## config.mk

```make
export PLATFORM = sky130hd
export DESIGN_NAME = waypoint_dedup_min_queue
export DESIGN_NICKNAME = d
export VERILOG_FILES = /design/src/rtl/wdmq_pkg.sv /design/src/rtl/wdmq_fifo.sv /design/src/rtl/wdmq_front.sv /design/src/rtl/wdmq_back.sv /design/src/rtl/waypoint_dedup_min_queue.sv
export VERILOG_INCLUDE_DIRS = /design/src /design/src/rtl
export SDC_FILE = /design/constraint.sdc
export NUM_CORES = 2
export LEC_CHECK = 0
export ABC_AREA = 0
export BUFFER_PORTS_ARGS = -buffer_cell sky130_fd_sc_hd__buf_2
export CAP_MARGIN = 40
export CORE_MARGIN = 5
export CORE_UTILIZATION = 40
export CTS_CLUSTER_SIZE = 25
export DETAILED_ROUTE_END_ITERATION = 10
export GPL_TIMING_DRIVEN = 0
export PLACE_DENSITY = 0.57
export SLEW_MARGIN = 15
export SYNTH_ARGS = -nofsm -noshare
export SYNTH_HDL_FRONTEND = slang
export SYNTH_SLANG_ARGS = --single-unit
```

## constraint.sdc

```tcl
create_clock -name i_clk -period 7.05 [get_ports i_clk]
set_input_delay 1.41 -clock i_clk [delete_from_list [all_inputs] [get_ports i_clk]]
set_output_delay 1.41 -clock i_clk [all_outputs]
set_load 0.05 [all_outputs]
```

## src/rtl/waypoint_dedup_min_queue_defines.svh

```systemverilog
// Assertion macros shared by the waypoint queue RTL.
// Depends on nothing; users must have i_clk and i_rst_n in scope.
`ifndef WAYPOINT_DEDUP_MIN_QUEUE_DEFINES_SVH
`define WAYPOINT_DEDUP_MIN_QUEUE_DEFINES_SVH

// same-cycle implication
`define WDMQ_ASSERT_IMP(lbl, ante, cons, msg) \
    lbl: assert property (@(posedge i_clk) disable iff (!i_rst_n) (ante) |-> (cons)) \
        else $error(msg);

// next-cycle implication
`define WDMQ_ASSERT_NXT(lbl, ante, cons, msg) \
    lbl: assert property (@(posedge i_clk) disable iff (!i_rst_n) (ante) |=> (cons)) \
        else $error(msg);

`endif

```

## src/rtl/wdmq_pkg.sv

```systemverilog
// Shared types and constants of the waypoint dedup queue.
// No dependencies.
package wdmq_pkg;

    localparam int REG_W   = 23;
    localparam int CFG_NUM = 5;
    localparam int ADDR_W  = 5;
    localparam int PDATA_W = 32;

    localparam int DEF_PENDING_DEPTH = 16;
    localparam int DEF_HISTORY_DEPTH = 64;
    localparam int DEF_COORD_WIDTH   = 24;
    localparam int QUEUE_DEPTH       = 4;

    localparam logic [REG_W-1:0] RST_WIN_LO  = 23'd128;
    localparam logic [REG_W-1:0] RST_WIN_HI  = 23'd768;
    localparam logic [REG_W-1:0] RST_MERGE   = 23'd256;
    localparam logic [REG_W-1:0] RST_REPEAT  = 23'd128;
    localparam logic [REG_W-1:0] RST_OFFSET  = 23'd128;
    localparam int               RST_GOAL    = 26;

    // register index (byte address / 4)
    typedef enum logic [2:0] {
        REG_WIN_LO  = 3'd0,
        REG_WIN_HI  = 3'd1,
        REG_MERGE   = 3'd2,
        REG_REPEAT  = 3'd3,
        REG_OFFSET  = 3'd4
    } t_reg_idx;

    typedef enum logic [1:0] {
        MODE_ROBOT  = 2'd0,
        MODE_GOAL   = 2'd1,
        MODE_DETECT = 2'd2,
        MODE_TICK   = 2'd3
    } t_mode;

    typedef struct packed {
        logic [REG_W-1:0] win_lo;
        logic [REG_W-1:0] win_hi;
        logic [REG_W-1:0] merge_tol;
        logic [REG_W-1:0] repeat_tol;
        logic [REG_W-1:0] offset;
    } t_cfg;

endpackage

```

## src/rtl/wdmq_fifo.sv

```systemverilog
// Short queue between the classifying front end and the scan engine.
// Depends on nothing.
module wdmq_fifo #(
    parameter int W     = 26,
    parameter int DEPTH = 4
) (
    input  logic         i_clk,
    input  logic         i_rst_n,
    input  logic         i_push,
    input  logic [W-1:0] i_data,
    output logic         o_full,
    input  logic         i_pop,
    output logic         o_empty,
    output logic [W-1:0] o_data
);
    localparam int AW = (DEPTH > 1) ? $clog2(DEPTH) : 1;
    localparam int CW = $clog2(DEPTH + 1);

    logic [W-1:0]  mem [DEPTH];
    logic [AW-1:0] r_wr, r_rd;
    logic [CW-1:0] r_cnt;

    assign o_full  = (r_cnt == CW'(DEPTH));
    assign o_empty = (r_cnt == '0);
    assign o_data  = mem[r_rd];

    // storage
    always_ff @(posedge i_clk) begin
        if (i_push) begin
            mem[r_wr] <= i_data;
        end
    end

    // pointers and fill count
    always_ff @(posedge i_clk) begin
        if (!i_rst_n) begin
            r_wr  <= '0;
            r_rd  <= '0;
            r_cnt <= '0;
        end else begin
            if (i_push) begin
                r_wr <= (r_wr == AW'(DEPTH - 1)) ? '0 : r_wr + 1'b1;
            end
            if (i_pop) begin
                r_rd <= (r_rd == AW'(DEPTH - 1)) ? '0 : r_rd + 1'b1;
            end
            if (i_push && !i_pop) begin
                r_cnt <= r_cnt + 1'b1;
            end else if (!i_push && i_pop) begin
                r_cnt <= r_cnt - 1'b1;
            end
        end
    end
endmodule

```

## src/rtl/wdmq_front.sv

```systemverilog
// Front end: takes input words, drops detections outside the window.
// Depends on wdmq_pkg.
module wdmq_front import wdmq_pkg::*; #(
    parameter int CW = DEF_COORD_WIDTH
) (
    input  logic          i_clk,
    input  logic          i_rst_n,
    input  logic          i_valid,
    output logic          o_ready,
    input  logic [1:0]    i_mode,
    input  logic [CW-1:0] i_coord,
    input  t_cfg          i_cfg,
    output logic          o_push,
    output logic [CW+1:0] o_push_data,
    input  logic          i_full
);
    localparam int XW = ((CW > REG_W) ? CW : REG_W) + 1;

    logic          r_vld;
    t_mode         r_mode;
    logic [CW-1:0] r_coord;

    logic signed [XW-1:0] c_ext, lo_ext, hi_ext;
    logic                 keep, drain;

    // window test, both bounds exclusive
    assign c_ext  = XW'(signed'(r_coord));
    assign lo_ext = signed'(XW'(i_cfg.win_lo));
    assign hi_ext = signed'(XW'(i_cfg.win_hi));
    assign keep   = (r_mode != MODE_DETECT) || ((c_ext > lo_ext) && (c_ext < hi_ext));

    assign o_push      = r_vld && keep && !i_full;
    assign drain       = r_vld && (!keep || !i_full);
    assign o_ready     = !r_vld || drain;
    assign o_push_data = {r_mode, r_coord};

    // input register
    always_ff @(posedge i_clk) begin
        if (!i_rst_n) begin
            r_vld <= 1'b0;
        end else if (o_ready) begin
            r_vld <= i_valid;
        end
    end

    always_ff @(posedge i_clk) begin
        if (o_ready && i_valid) begin
            r_mode  <= t_mode'(i_mode);
            r_coord <= i_coord;
        end
    end
endmodule

```

## src/rtl/wdmq_back.sv

```systemverilog
// Scan engine: pending table, history ring and output register.
// Depends on wdmq_pkg and waypoint_dedup_min_queue_defines.svh.
`include "waypoint_dedup_min_queue_defines.svh"
module wdmq_back import wdmq_pkg::*; #(
    parameter int CW = DEF_COORD_WIDTH,
    parameter int PD = DEF_PENDING_DEPTH,
    parameter int HD = DEF_HISTORY_DEPTH
) (
    input  logic          i_clk,
    input  logic          i_rst_n,
    input  logic          i_empty,
    input  logic [CW+1:0] i_data,
    output logic          o_pop,
    input  t_cfg          i_cfg,
    output logic          o_valid,
    output logic [CW-1:0] o_data,
    input  logic          i_ready
);
    localparam int PIW = $clog2(PD);
    localparam int HIW = $clog2(HD);
    localparam int HCW = $clog2(HD + 1);
    localparam int SIW = (PIW > HIW) ? PIW : HIW;
    localparam int EW  = ((CW > REG_W) ? CW : REG_W) + 2;
    localparam int DW  = ((CW + 1) > REG_W) ? (CW + 1) : REG_W;
    localparam logic signed [EW-1:0] C_MAX = signed'(EW'({1'b0, {(CW-1){1'b1}}}));
    localparam logic signed [EW-1:0] C_MIN = -C_MAX - 1;

    typedef enum logic [2:0] {
        S_IDLE, S_DSCAN, S_DDONE, S_PSCAN, S_PDONE, S_HSCAN, S_HDONE
    } t_state;

    t_state               r_state;
    logic signed [CW-1:0] r_robot, r_goal, r_new, r_best_val;
    logic [PD-1:0]        r_pnd_vld;
    logic signed [CW-1:0] pnd_mem [PD];
    logic signed [CW-1:0] his_mem [HD];
    logic signed [CW-1:0] r_pnd_q, r_his_q;
    logic [HIW-1:0]       r_his_next;
    logic [HCW-1:0]       r_his_cnt;
    logic [SIW-1:0]       r_idx, r_cmp_idx;
    logic                 r_issue, r_cmp_vld, r_hit;
    logic                 r_free_ok, r_best_ok;
    logic [PIW-1:0]       r_free_idx, r_best_idx;
    logic                 r_out_valid;
    logic [CW-1:0]        r_out_data;

    t_mode                in_mode;
    logic signed [CW-1:0] in_coord, det_abs, emit_val;
    logic [SIW-1:0]       last_idx;
    logic                 scan_end, out_free, pnd_we, his_we;
    logic [PIW-1:0]       p_idx;

    function automatic logic signed [CW-1:0] sat(input logic signed [EW-1:0] v);
        logic signed [EW-1:0] t;
        t = (v > C_MAX) ? C_MAX : ((v < C_MIN) ? C_MIN : v);
        return signed'(t[CW-1:0]);
    endfunction

    function automatic logic [DW-1:0] absdiff(input logic signed [CW-1:0] a,
                                              input logic signed [CW-1:0] b);
        logic signed [CW:0] d;
        d = (CW+1)'(a) - (CW+1)'(b);
        return DW'(unsigned'((d < 0) ? -d : d));
    endfunction

    assign in_mode  = t_mode'(i_data[CW+1:CW]);
    assign in_coord = signed'(i_data[CW-1:0]);
    assign o_pop    = (r_state == S_IDLE) && !i_empty;
    assign det_abs  = sat(EW'(in_coord) + EW'(r_robot));
    assign emit_val = sat(EW'(r_best_val) - signed'(EW'(i_cfg.offset)));
    assign last_idx = (r_state == S_HSCAN) ? SIW'(HD - 1) : SIW'(PD - 1);
    assign scan_end = r_cmp_vld && (r_cmp_idx == last_idx);
    assign p_idx    = r_cmp_idx[PIW-1:0];
    assign out_free = !r_out_valid || i_ready;
    assign pnd_we   = (r_state == S_DDONE) && !r_hit && r_free_ok;
    assign his_we   = (r_state == S_HDONE) && !r_hit && out_free;
    assign o_valid  = r_out_valid;
    assign o_data   = r_out_data;

    // pending memory, one registered read port
    always_ff @(posedge i_clk) begin
        if (pnd_we) begin
            pnd_mem[r_free_idx] <= r_new;
        end
        r_pnd_q <= pnd_mem[r_idx[PIW-1:0]];
    end

    // history memory, one registered read port
    always_ff @(posedge i_clk) begin
        if (his_we) begin
            his_mem[r_his_next] <= r_best_val;
        end
        r_his_q <= his_mem[r_idx[HIW-1:0]];
    end

    // sequencer
    always_ff @(posedge i_clk) begin
        if (!i_rst_n) begin
            r_state     <= S_IDLE;
            r_robot     <= '0;
            r_goal      <= CW'(RST_GOAL);
            r_pnd_vld   <= '0;
            r_his_next  <= '0;
            r_his_cnt   <= '0;
            r_issue     <= 1'b0;
            r_cmp_vld   <= 1'b0;
            r_out_valid <= 1'b0;
            r_idx       <= '0;
            r_cmp_idx   <= '0;
        end else begin
            // address issue, one entry per cycle
            r_cmp_vld <= r_issue;
            if (r_issue) begin
                r_cmp_idx <= r_idx;
                if (r_idx == last_idx) begin
                    r_issue <= 1'b0;
                end else begin
                    r_idx <= r_idx + 1'b1;
                end
            end
            // output word taken and no new one loaded
            if (r_out_valid && i_ready && !his_we) begin
                r_out_valid <= 1'b0;
            end

            unique case (r_state)
                S_IDLE: begin
                    if (!i_empty) begin
                        unique case (in_mode)
                            MODE_ROBOT: r_robot <= in_coord;
                            MODE_GOAL:  r_goal  <= in_coord;
                            MODE_DETECT: begin
                                if (det_abs <= r_goal) begin
                                    r_new     <= det_abs;
                                    r_hit     <= 1'b0;
                                    r_free_ok <= 1'b0;
                                    r_idx     <= '0;
                                    r_issue   <= 1'b1;
                                    r_state   <= S_DSCAN;
                                end
                            end
                            MODE_TICK: begin
                                r_best_ok <= 1'b0;
                                r_idx     <= '0;
                                r_issue   <= 1'b1;
                                r_state   <= S_PSCAN;
                            end
                        endcase
                    end
                end
                // duplicate check and first free slot
                S_DSCAN: begin
                    if (r_cmp_vld) begin
                        if (r_pnd_vld[p_idx]) begin
                            if (absdiff(r_pnd_q, r_new) < DW'(i_cfg.merge_tol)) begin
                                r_hit <= 1'b1;
                            end
                        end else if (!r_free_ok) begin
                            r_free_ok  <= 1'b1;
                            r_free_idx <= p_idx;
                        end
                    end
                    if (scan_end) begin
                        r_state <= S_DDONE;
                    end
                end
                S_DDONE: begin
                    if (pnd_we) begin
                        r_pnd_vld[r_free_idx] <= 1'b1;
                    end
                    r_state <= S_IDLE;
                end
                // smallest entry, lowest slot wins ties
                S_PSCAN: begin
                    if (r_cmp_vld && r_pnd_vld[p_idx] &&
                        (!r_best_ok || (r_pnd_q < r_best_val))) begin
                        r_best_ok  <= 1'b1;
                        r_best_idx <= p_idx;
                        r_best_val <= r_pnd_q;
                    end
                    if (scan_end) begin
                        r_state <= S_PDONE;
                    end
                end
                S_PDONE: begin
                    if (r_best_ok) begin
                        r_pnd_vld[r_best_idx] <= 1'b0;
                        r_hit   <= 1'b0;
                        r_idx   <= '0;
                        r_issue <= 1'b1;
                        r_state <= S_HSCAN;
                    end else begin
                        r_state <= S_IDLE;
                    end
                end
                // repeat check against the filled part of the ring
                S_HSCAN: begin
                    if (r_cmp_vld && (HCW'(r_cmp_idx[HIW-1:0]) < r_his_cnt) &&
                        (absdiff(r_his_q, r_best_val) < DW'(i_cfg.repeat_tol))) begin
                        r_hit <= 1'b1;
                    end
                    if (scan_end) begin
                        r_state <= S_HDONE;
                    end
                end
                S_HDONE: begin
                    if (r_hit) begin
                        r_state <= S_IDLE;
                    end else if (out_free) begin
                        r_out_valid <= 1'b1;
                        r_out_data  <= unsigned'(emit_val);
                        r_his_next  <= (r_his_next == HIW'(HD - 1)) ? '0 : r_his_next + 1'b1;
                        if (r_his_cnt != HCW'(HD)) begin
                            r_his_cnt <= r_his_cnt + 1'b1;
                        end
                        r_state <= S_IDLE;
                    end
                end
                default: r_state <= S_IDLE;
            endcase
        end
    end

    `WDMQ_ASSERT_IMP(a_pop_idle, o_pop, r_state == S_IDLE, "pop outside idle")
    `WDMQ_ASSERT_IMP(a_his_cnt, 1'b1, r_his_cnt <= HCW'(HD), "history count overflow")
    `WDMQ_ASSERT_IMP(a_pnd_free, pnd_we, !r_pnd_vld[r_free_idx], "write to busy slot")
    `WDMQ_ASSERT_NXT(a_emit_src, !r_out_valid && !his_we, !r_out_valid, "result without emit")
endmodule

```

## src/rtl/waypoint_dedup_min_queue.sv

```systemverilog
// Top level of the waypoint dedup queue: config registers and wiring.
// Depends on wdmq_pkg, wdmq_front, wdmq_fifo, wdmq_back.
//
// Usage: input words arrive on the s_axis channel (tuser = mode, tdata =
// coordinate). Mode 0 sets the robot position, mode 1 the goal, mode 2 offers
// a relative detection, mode 3 is a tick that may release one waypoint on
// the m_axis channel. Five registers sit on the APB port at 4*index.
// A detection scans the pending table, one pending entry read per cycle; a
// tick that emits scans the pending table, then the history ring, one memory
// read per cycle each, before tvalid rises. The scan engine handles one word
// at a time; a detection inside the window holds it through the pending scan,
// a tick through both scans, while a position load needs no scan.
// A four-word queue lets the input side keep accepting while the engine
// scans. The result sits in an output register; while the receiver stalls,
// the engine holds the next emission and the queue fills, then tready drops.
// Reset (synchronous, active low) empties the pending table, history ring,
// queue and output register, and loads register and position defaults.
module waypoint_dedup_min_queue import wdmq_pkg::*; #(
    parameter int PENDING_DEPTH = DEF_PENDING_DEPTH,
    parameter int HISTORY_DEPTH = DEF_HISTORY_DEPTH,
    parameter int COORD_WIDTH   = DEF_COORD_WIDTH,
    localparam int TDW          = ((COORD_WIDTH + 7) / 8) * 8
) (
    input  logic               i_clk,
    input  logic               i_rst_n,
    input  logic               i_s_axis_tvalid,
    output logic               o_s_axis_tready,
    input  logic [TDW-1:0]     i_s_axis_tdata,   // [COORD_WIDTH-1:0] coord
    input  logic [1:0]         i_s_axis_tuser,   // [1:0] mode
    output logic               o_m_axis_tvalid,
    input  logic               i_m_axis_tready,
    output logic [TDW-1:0]     o_m_axis_tdata,   // [COORD_WIDTH-1:0] waypoint less offset
    input  logic               i_psel,
    input  logic               i_penable,
    input  logic               i_pwrite,
    input  logic [ADDR_W-1:0]  i_paddr,
    input  logic [PDATA_W-1:0] i_pwdata,
    output logic [PDATA_W-1:0] o_prdata,
    output logic               o_pready
);
    t_cfg                   r_cfg;
    t_reg_idx               reg_idx;
    logic                   cfg_we;
    logic                   push, full, pop, empty;
    logic [COORD_WIDTH+1:0] push_data, pop_data;
    logic [COORD_WIDTH-1:0] mid;

    // register file
    assign reg_idx  = t_reg_idx'(i_paddr[4:2]);
    assign cfg_we   = i_psel && i_penable && i_pwrite && o_pready;
    assign o_pready = 1'b1;

    always_ff @(posedge i_clk) begin
        if (!i_rst_n) begin
            r_cfg.win_lo     <= RST_WIN_LO;
            r_cfg.win_hi     <= RST_WIN_HI;
            r_cfg.merge_tol  <= RST_MERGE;
            r_cfg.repeat_tol <= RST_REPEAT;
            r_cfg.offset     <= RST_OFFSET;
        end else if (cfg_we) begin
            unique case (reg_idx)
                REG_WIN_LO: r_cfg.win_lo     <= i_pwdata[REG_W-1:0];
                REG_WIN_HI: r_cfg.win_hi     <= i_pwdata[REG_W-1:0];
                REG_MERGE:  r_cfg.merge_tol  <= i_pwdata[REG_W-1:0];
                REG_REPEAT: r_cfg.repeat_tol <= i_pwdata[REG_W-1:0];
                REG_OFFSET: r_cfg.offset     <= i_pwdata[REG_W-1:0];
                default: ;
            endcase
        end
    end

    // readback
    always_comb begin
        unique case (reg_idx)
            REG_WIN_LO: o_prdata = PDATA_W'(r_cfg.win_lo);
            REG_WIN_HI: o_prdata = PDATA_W'(r_cfg.win_hi);
            REG_MERGE:  o_prdata = PDATA_W'(r_cfg.merge_tol);
            REG_REPEAT: o_prdata = PDATA_W'(r_cfg.repeat_tol);
            REG_OFFSET: o_prdata = PDATA_W'(r_cfg.offset);
            default:    o_prdata = '0;
        endcase
    end

    wdmq_front #(.CW(COORD_WIDTH)) u_front (
        .i_clk       (i_clk),
        .i_rst_n     (i_rst_n),
        .i_valid     (i_s_axis_tvalid),
        .o_ready     (o_s_axis_tready),
        .i_mode      (i_s_axis_tuser),
        .i_coord     (i_s_axis_tdata[COORD_WIDTH-1:0]),
        .i_cfg       (r_cfg),
        .o_push      (push),
        .o_push_data (push_data),
        .i_full      (full)
    );

    wdmq_fifo #(.W(COORD_WIDTH + 2), .DEPTH(QUEUE_DEPTH)) u_fifo (
        .i_clk   (i_clk),
        .i_rst_n (i_rst_n),
        .i_push  (push),
        .i_data  (push_data),
        .o_full  (full),
        .i_pop   (pop),
        .o_empty (empty),
        .o_data  (pop_data)
    );

    wdmq_back #(.CW(COORD_WIDTH), .PD(PENDING_DEPTH), .HD(HISTORY_DEPTH)) u_back (
        .i_clk   (i_clk),
        .i_rst_n (i_rst_n),
        .i_empty (empty),
        .i_data  (pop_data),
        .o_pop   (pop),
        .i_cfg   (r_cfg),
        .o_valid (o_m_axis_tvalid),
        .o_data  (mid),
        .i_ready (i_m_axis_tready)
    );

    assign o_m_axis_tdata = TDW'(mid);
endmodule
```

### Yosys cells after proc, flatten, opt, wreduce, memory -nomap -nowiden

Memories as Yosys holds them, arrays and structs flattened. A register that Yosys moved wholly into a read port is not among the register bits.
Index checks and enable logic that the tools add are counted.
W data, S select, Z words.

* $add $sub $neg: 13
* order comparisons: 18
* equality and inequality tests: 39
* muxes and demuxes: 73
* bitwise operators: 7
* reductions and logical operators: 65

Operator list (count)
* $pmux W23 S5: 1
* $sub A24 B24 Y25: 3
* $mux W24: 3
* $gt A25 B24 Y1 const B: 2
* $lt A25 B1 Y1 const B: 2
* $lt A25 B23 Y1: 2
* $lt A25 B24 Y1 const B: 2
* $mux W25: 2
* $neg A25 Y25: 2
* $lt A24 B24 Y1: 2
* $mux W6: 7
* $mux W16: 2
* $pmux W16 S2: 1
* $mux W1: 31
* $mux W3: 10
* $add A24 B24 Y25: 1
* $gt A24 B24 Y1: 1
* $le A24 B24 Y1: 1
* $pmux W6 S2: 2
* $logic_and A1 B1 Y1: 23
* $ne A2 B1 Y1 const B: 9
* $pmux W3 S6: 1
* $and A16 B16 Y16: 1
* $not A16 Y16: 1
* other kinds (39): 103

* bits in registers: 327
* memory bits (writable): 2024
* input bits: 70
* output and inout port bits: 59
* word-level logic and storage cells: 248
* memories kept: 3

Memory list
* u_back.his_mem: words 64, bits a word 24, rd ports 1, clocked after Yosys merged registers in 1, wr ports 1, RTL line wdmq_back.sv:36 `logic signed [CW-1:0] his_mem [HD];`
* u_back.pnd_mem: words 16, bits a word 24, rd ports 1, clocked after Yosys merged registers in 1, wr ports 1, RTL line wdmq_back.sv:35 `logic signed [CW-1:0] pnd_mem [PD];`
* u_fifo.mem: words 4, bits a word 26, rd ports 1, clocked after Yosys merged registers in 1, wr ports 1, RTL line wdmq_fifo.sv:19 `logic [W-1:0] mem [DEPTH];`

### Logic depth before layout (Yosys ltp)

* word-level depth: 9
* gate-level depth with buffers: 28
* depth with buffers taken out: 25

### By module

From an unflattened synthesis, not the netlist that was laid out.

* cell total of the unflattened synthesis: 5571
* area, all modules: 100570.2 um2

Modules (own cells, without submodules)
* wdmq_back: times used 1, cells each 4659, area each 89119.2 um2, seq. area each 63010.4 um2
* waypoint_dedup_min_queue: times used 1, cells each 533, area each 5182.5 um2, seq. area each 2302.2 um2
* wdmq_fifo: times used 1, cells each 180, area each 4255.3 um2, seq. area each 3303.2 um2
* wdmq_front: times used 1, cells each 199, area each 2013.2 um2, seq. area each 800.8 um2

### Worst setup path after synthesis

Ideal clock, no wire load.

* kind: register to register
* start point: register (tool-made name)
* end point: register u_back.r_new[0], enable pin
* library setup time: 0.405 ns
* data arrival time: 7.250 ns
* required time: 6.645 ns
* setup slack: -0.605 ns
* stages on the path, launching flop included: 26
* buffers on the path: 3
* clock period less this slack: 7.655 ns
* cell sequence: dfxtp_1 -> clkbuf_1 -> buf_1 -> mux4_2 -> ha_1 -> inv_1 -> fa_1 -> nor2b_1 -> o21a_1 -> o21ai_0 -> a211oi_1 -> o21ai_0 -> a31oi_1 -> a211oi_1 -> o21ai_0 -> o31ai_1 -> clkbuf_1 -> a21oi_1 -> ha_1 -> nand4_1 -> or3_1 -> nor4_1 -> nand2_1 -> o32ai_1 -> o211ai_1 -> nor2_1

RTL lines
* to (signal assigned): RTL line wdmq_back.sv:134 `r_new <= det_abs;`
* to (decl): RTL line wdmq_back.sv:33 `logic signed [CW-1:0] r_robot, r_goal, r_new, r_best_val;`

==> key figures <==
Place
  • Final HPWL DP: 213,000 microns
  • Inst Count DP: 9,486
  • PortBufs: 105
  • Final GP Congestion: 0.899
  • Post-DP Area: 111,000 sq um

Synthesis
  • Number of synthesized flops with an enable pin: 2,133
  • Asr flop ratio synth: 0
  • Top FF cell, synth: edfxtp_1
  • Synth area leader: edfxtp_1
  • Synth warn: 0
  • Synth Instances: 5,763
  • Distinct cells, synth: 95
  • Syn avg cell area: 17.5 sq um
  • Post-synthesis sequential area ratio: 0.689
  • Synth top area cells: edfxtp_1 (64%), mux4_2 (15%), dfxtp_1 (5.3%)
  • Post-synthesis cell area: 101,000 sq um
  • Top-area cell type share of the netlist area: 0.636
  • Synth Register Bits: 2,401

Global route
  • Total gr overflow: 0
  • Tot GR Track Use: 0.217
  • Largest net degree at the start of global routing: 32
  • Vias in the first global route: between 50,000 and 60,000
  • Global-route wire length before repair: roughly 410,000 microns
  • Initial antenna violation count: 35

Setup path
  • Crit-path leading delay family: compound AO/OA/AOI/OAI gates
  • Worst setup EP type: flop
  • Length in cells of the worst reg-to-reg path: 25
  • Worst endpoint required time: 7.55 ns
  • Setup slack, reg-to-reg: 0.21 ns
  • Reg2Reg Capture Point: u_back.r_hit
  • Critical path class: flop to flop
  • Worst path max stage delay: 0.60 ns
  • Crit path to: u_back.r_hit
  • Slowest-stage cell, CP: mux4_2
  • Crit path buf inv count: 3
  • Worst path depth: 25
  • Setup crit start kind: flop
  • Critical Path Fanout Max: 10
  • Crit path DAT: 7.34 ns

Status
  • Status: finished clean

STA
  • Max Transition Viols Final: 0
  • Fin crit period: 6.84 ns
  • Post-Route Skew: ~0.075 ns
  • Slew @ Worst Pin: 0.916 ns
  • Hold WS: 0.466 ns
  • Relative slew slack: 0.384
  • Crit share post-route: 0.971
  • Final Hold Fails: 0
  • RSZ-0062 raised after global routing: true
  • Fmax: between 0.1 and 0.15 GHz
  • Final setup vio count: 0

Die
  • Initial core utilization: 0.401
  • Top Ports: roughly 130
  • Die Area: 262,000 sq um
  • Die height: 512 microns
  • Placeable Area: about 250,000 sq um
  • Die width: 512 microns
  • FP Rows: about 180

Detailed routing
  • DR pass1 iterations: 6
  • DRT iter0 DRCs: 6,428
  • Post-route antenna net violation count: 0
  • # DRC: 0
  • Post-DR vias/cell: 5.66
  • Vias: 56,400
  • Routed WL: 289,000 microns
  • Average wire per standard cell: 29.0 microns

Final layout
  • Nets: 6,729
  • Fin area: 119,000 sq um
  • Share of post-route cells with drive strength above 1: 0.243
  • Non-filler instance count after layout: 9,963
  • Area grow syn2layout: 17.9%

CTS
  • Clock insertion delay at the later pin of the skew report: roughly 0.88 ns
  • CTS root buf: clkbuf_16
  • Clock sinks: 2,401
  • CTS tree: yes
  • H-tree Lvls: 4
  • Worst-case clock buffer depth: 3
  • Worst-path clk slew: 0.07 ns
  • Hold-fix buffers, CTS: 0
  • CTS Buf Count: 232

Hold path
  • Hold crit path type: flop to flop

Run
  • Max Cap Viol: 0

Power
  • LEAKAGE: around 0.038 uW
  • Cell area power density: 307 nW/um^2
  • Max VDD drop: 0.280 mV
synthesized netlist by cell type, types with 11 or more instances:
cell and count:
nor3_1 57, nand3_1 51, a211oi_1 29, a21boi_0 164
mux4_2 656, ha_1 248, o22ai_1 25, or2_2 18
xor2_1 39, clkbuf_1 195, nor4_1 15, o21a_1 34
mux2i_1 15, and3_1 14, a21oi_1 135, edfxtp_1 2133
a21o_1 71, dfxtp_1 268, nand2b_1 26, nor2_1 183
nand4_1 31, o21ai_0 133, nor2b_1 36, o211ai_1 22
nand3b_1 11, a22oi_1 45, or3_1 23, and2_1 26
o31ai_1 22, buf_1 65, inv_1 239, xnor2_1 76
nand2_1 475
worst min path at each step:
stage,start,endpoint,slack (ns),cells past startpoint
after floorplan,u_back.r_pnd_q[0],u_back.r_best_val[0],0.42,0
after global placement,r_cfg[51],r_cfg[51],0.45,2
after detailed placement,r_cfg[59],r_cfg[59],0.46,2
after CTS,r_cfg[59],r_cfg[59],0.47,2
after global routing,r_cfg[48],r_cfg[48],0.48,2
final,r_cfg[59],r_cfg[59],0.47,2
state kept, by name, indices dropped and copies added (netlist names), 104 cells and up, named ones only:
signal          cells
u_fifo.mem        104
u_back.his_mem   1536
r_cfg             115
u_back.pnd_mem    384
power breakdown:
part / switching (uW) / leakage [uW] / internal, uW
logic: 4510 / 0.0125 / 3720
registers: 325 / 0.0214 / 15600
clock network: 5430 / 0.00367 / 6890
what timing repair did:
| item | 4_1_cts | 5_1_grt |
|---|---|---|
| endpoints found under the setup margin | 35 | 33 |
| gates cloned | 1 | 0 |
| resized for setup | 41 | 22 |
| setup buffers | 7 | 19 |
| pin swaps | 8 | 7 |
cells by family (layout without fill, tap and decap cells):
| kind of cell | Yosys count | count (layout) | synth area share |
|---|---|---|---|
| other | 2 | 21 | 0.0000746 |
| AND/OR/NAND/NOR | 1011 | 1012 | 0.0465 |
| multiplexers | 673 | 673 | 0.148 |
| XOR/XNOR | 115 | 115 | 0.0100 |
| AO/OA/AOI/OAI | 792 | 792 | 0.0540 |
| adder cells (fa/ha/maj) | 253 | 253 | 0.0318 |
| buffers and inverters | 516 | 1348 | 0.0198 |
| flip-flops | 2401 | 2401 | 0.689 |
worst reg2reg max path, delay by kind of cell (launching register included):
kind            cells  cell delay (ns)
flops               1             0.41
mux                 1             0.61
compound gates     13             3.21
simple gates        5             1.02
buf+inv             3             0.47
fa+ha+maj           3             0.79
cell type report:
type / instances / area (sq um)
Sequential cell: 2401 / 69400
Buffer: 275 / 1140
Multi-Input combinational cell: 2855 / 30100
Timing Repair Buffer: 402 / 5370
Clock inverter: 141 / 1310
Inverter: 239 / 897
Clock buffer: 291 / 6200
Fill cell: 21200 / 132000
Antenna cell: 11 / 27.5
Tap cell: 3348 / 4190
layout by cell type, fill, tap and decap left out, drive strengths merged, types with 11 or more instances in the layout:
master	instances
nor2	184
nand4	31
a211oi	30
nand3	52
inv	246
clkbuf	483
a2111oi	11
nor3	57
and2	28
mux2i	15
o21a	35
a21o	73
bufinv	18
clkinv	107
or2	18
nor2b	36
a21oi	135
a22oi	45
diode	11
o211ai	22
edfxtp	2133
nand3b	11
nand2	476
xor2	39
or3	23
nand2b	26
dfxtp	268
a21boi	164
nor4	15
and3	14
xnor2	76
ha	248
mux4	656
o21ai	138
o22ai	26
buf	485
o31ai	22
metal layers:
metal,global-route usage,up-vias,wire (microns)
met5,0,-,28
met4,0.0717,4,11300
met3,0.0389,469,20200
met2,0.354,1980,138000
met1,0.296,29700,119000
li1,-,24300,-
through the flow:
step,worst slack (ns),power [uW],util,TNS [ns]
6_report,0.207,36500,0.473,0
5_1_grt,-0.0678,37900,0.473,-0.0678
4_1_cts,0.0185,36700,0.471,0
3_5_place_dp,-2.46,24300,0.441,-82.20
3_3_place_gp,-2.62,23900,0.420,-83.18
2_1_floorplan,0.142,21400,-,0
(Power assumes the default switching activity.)
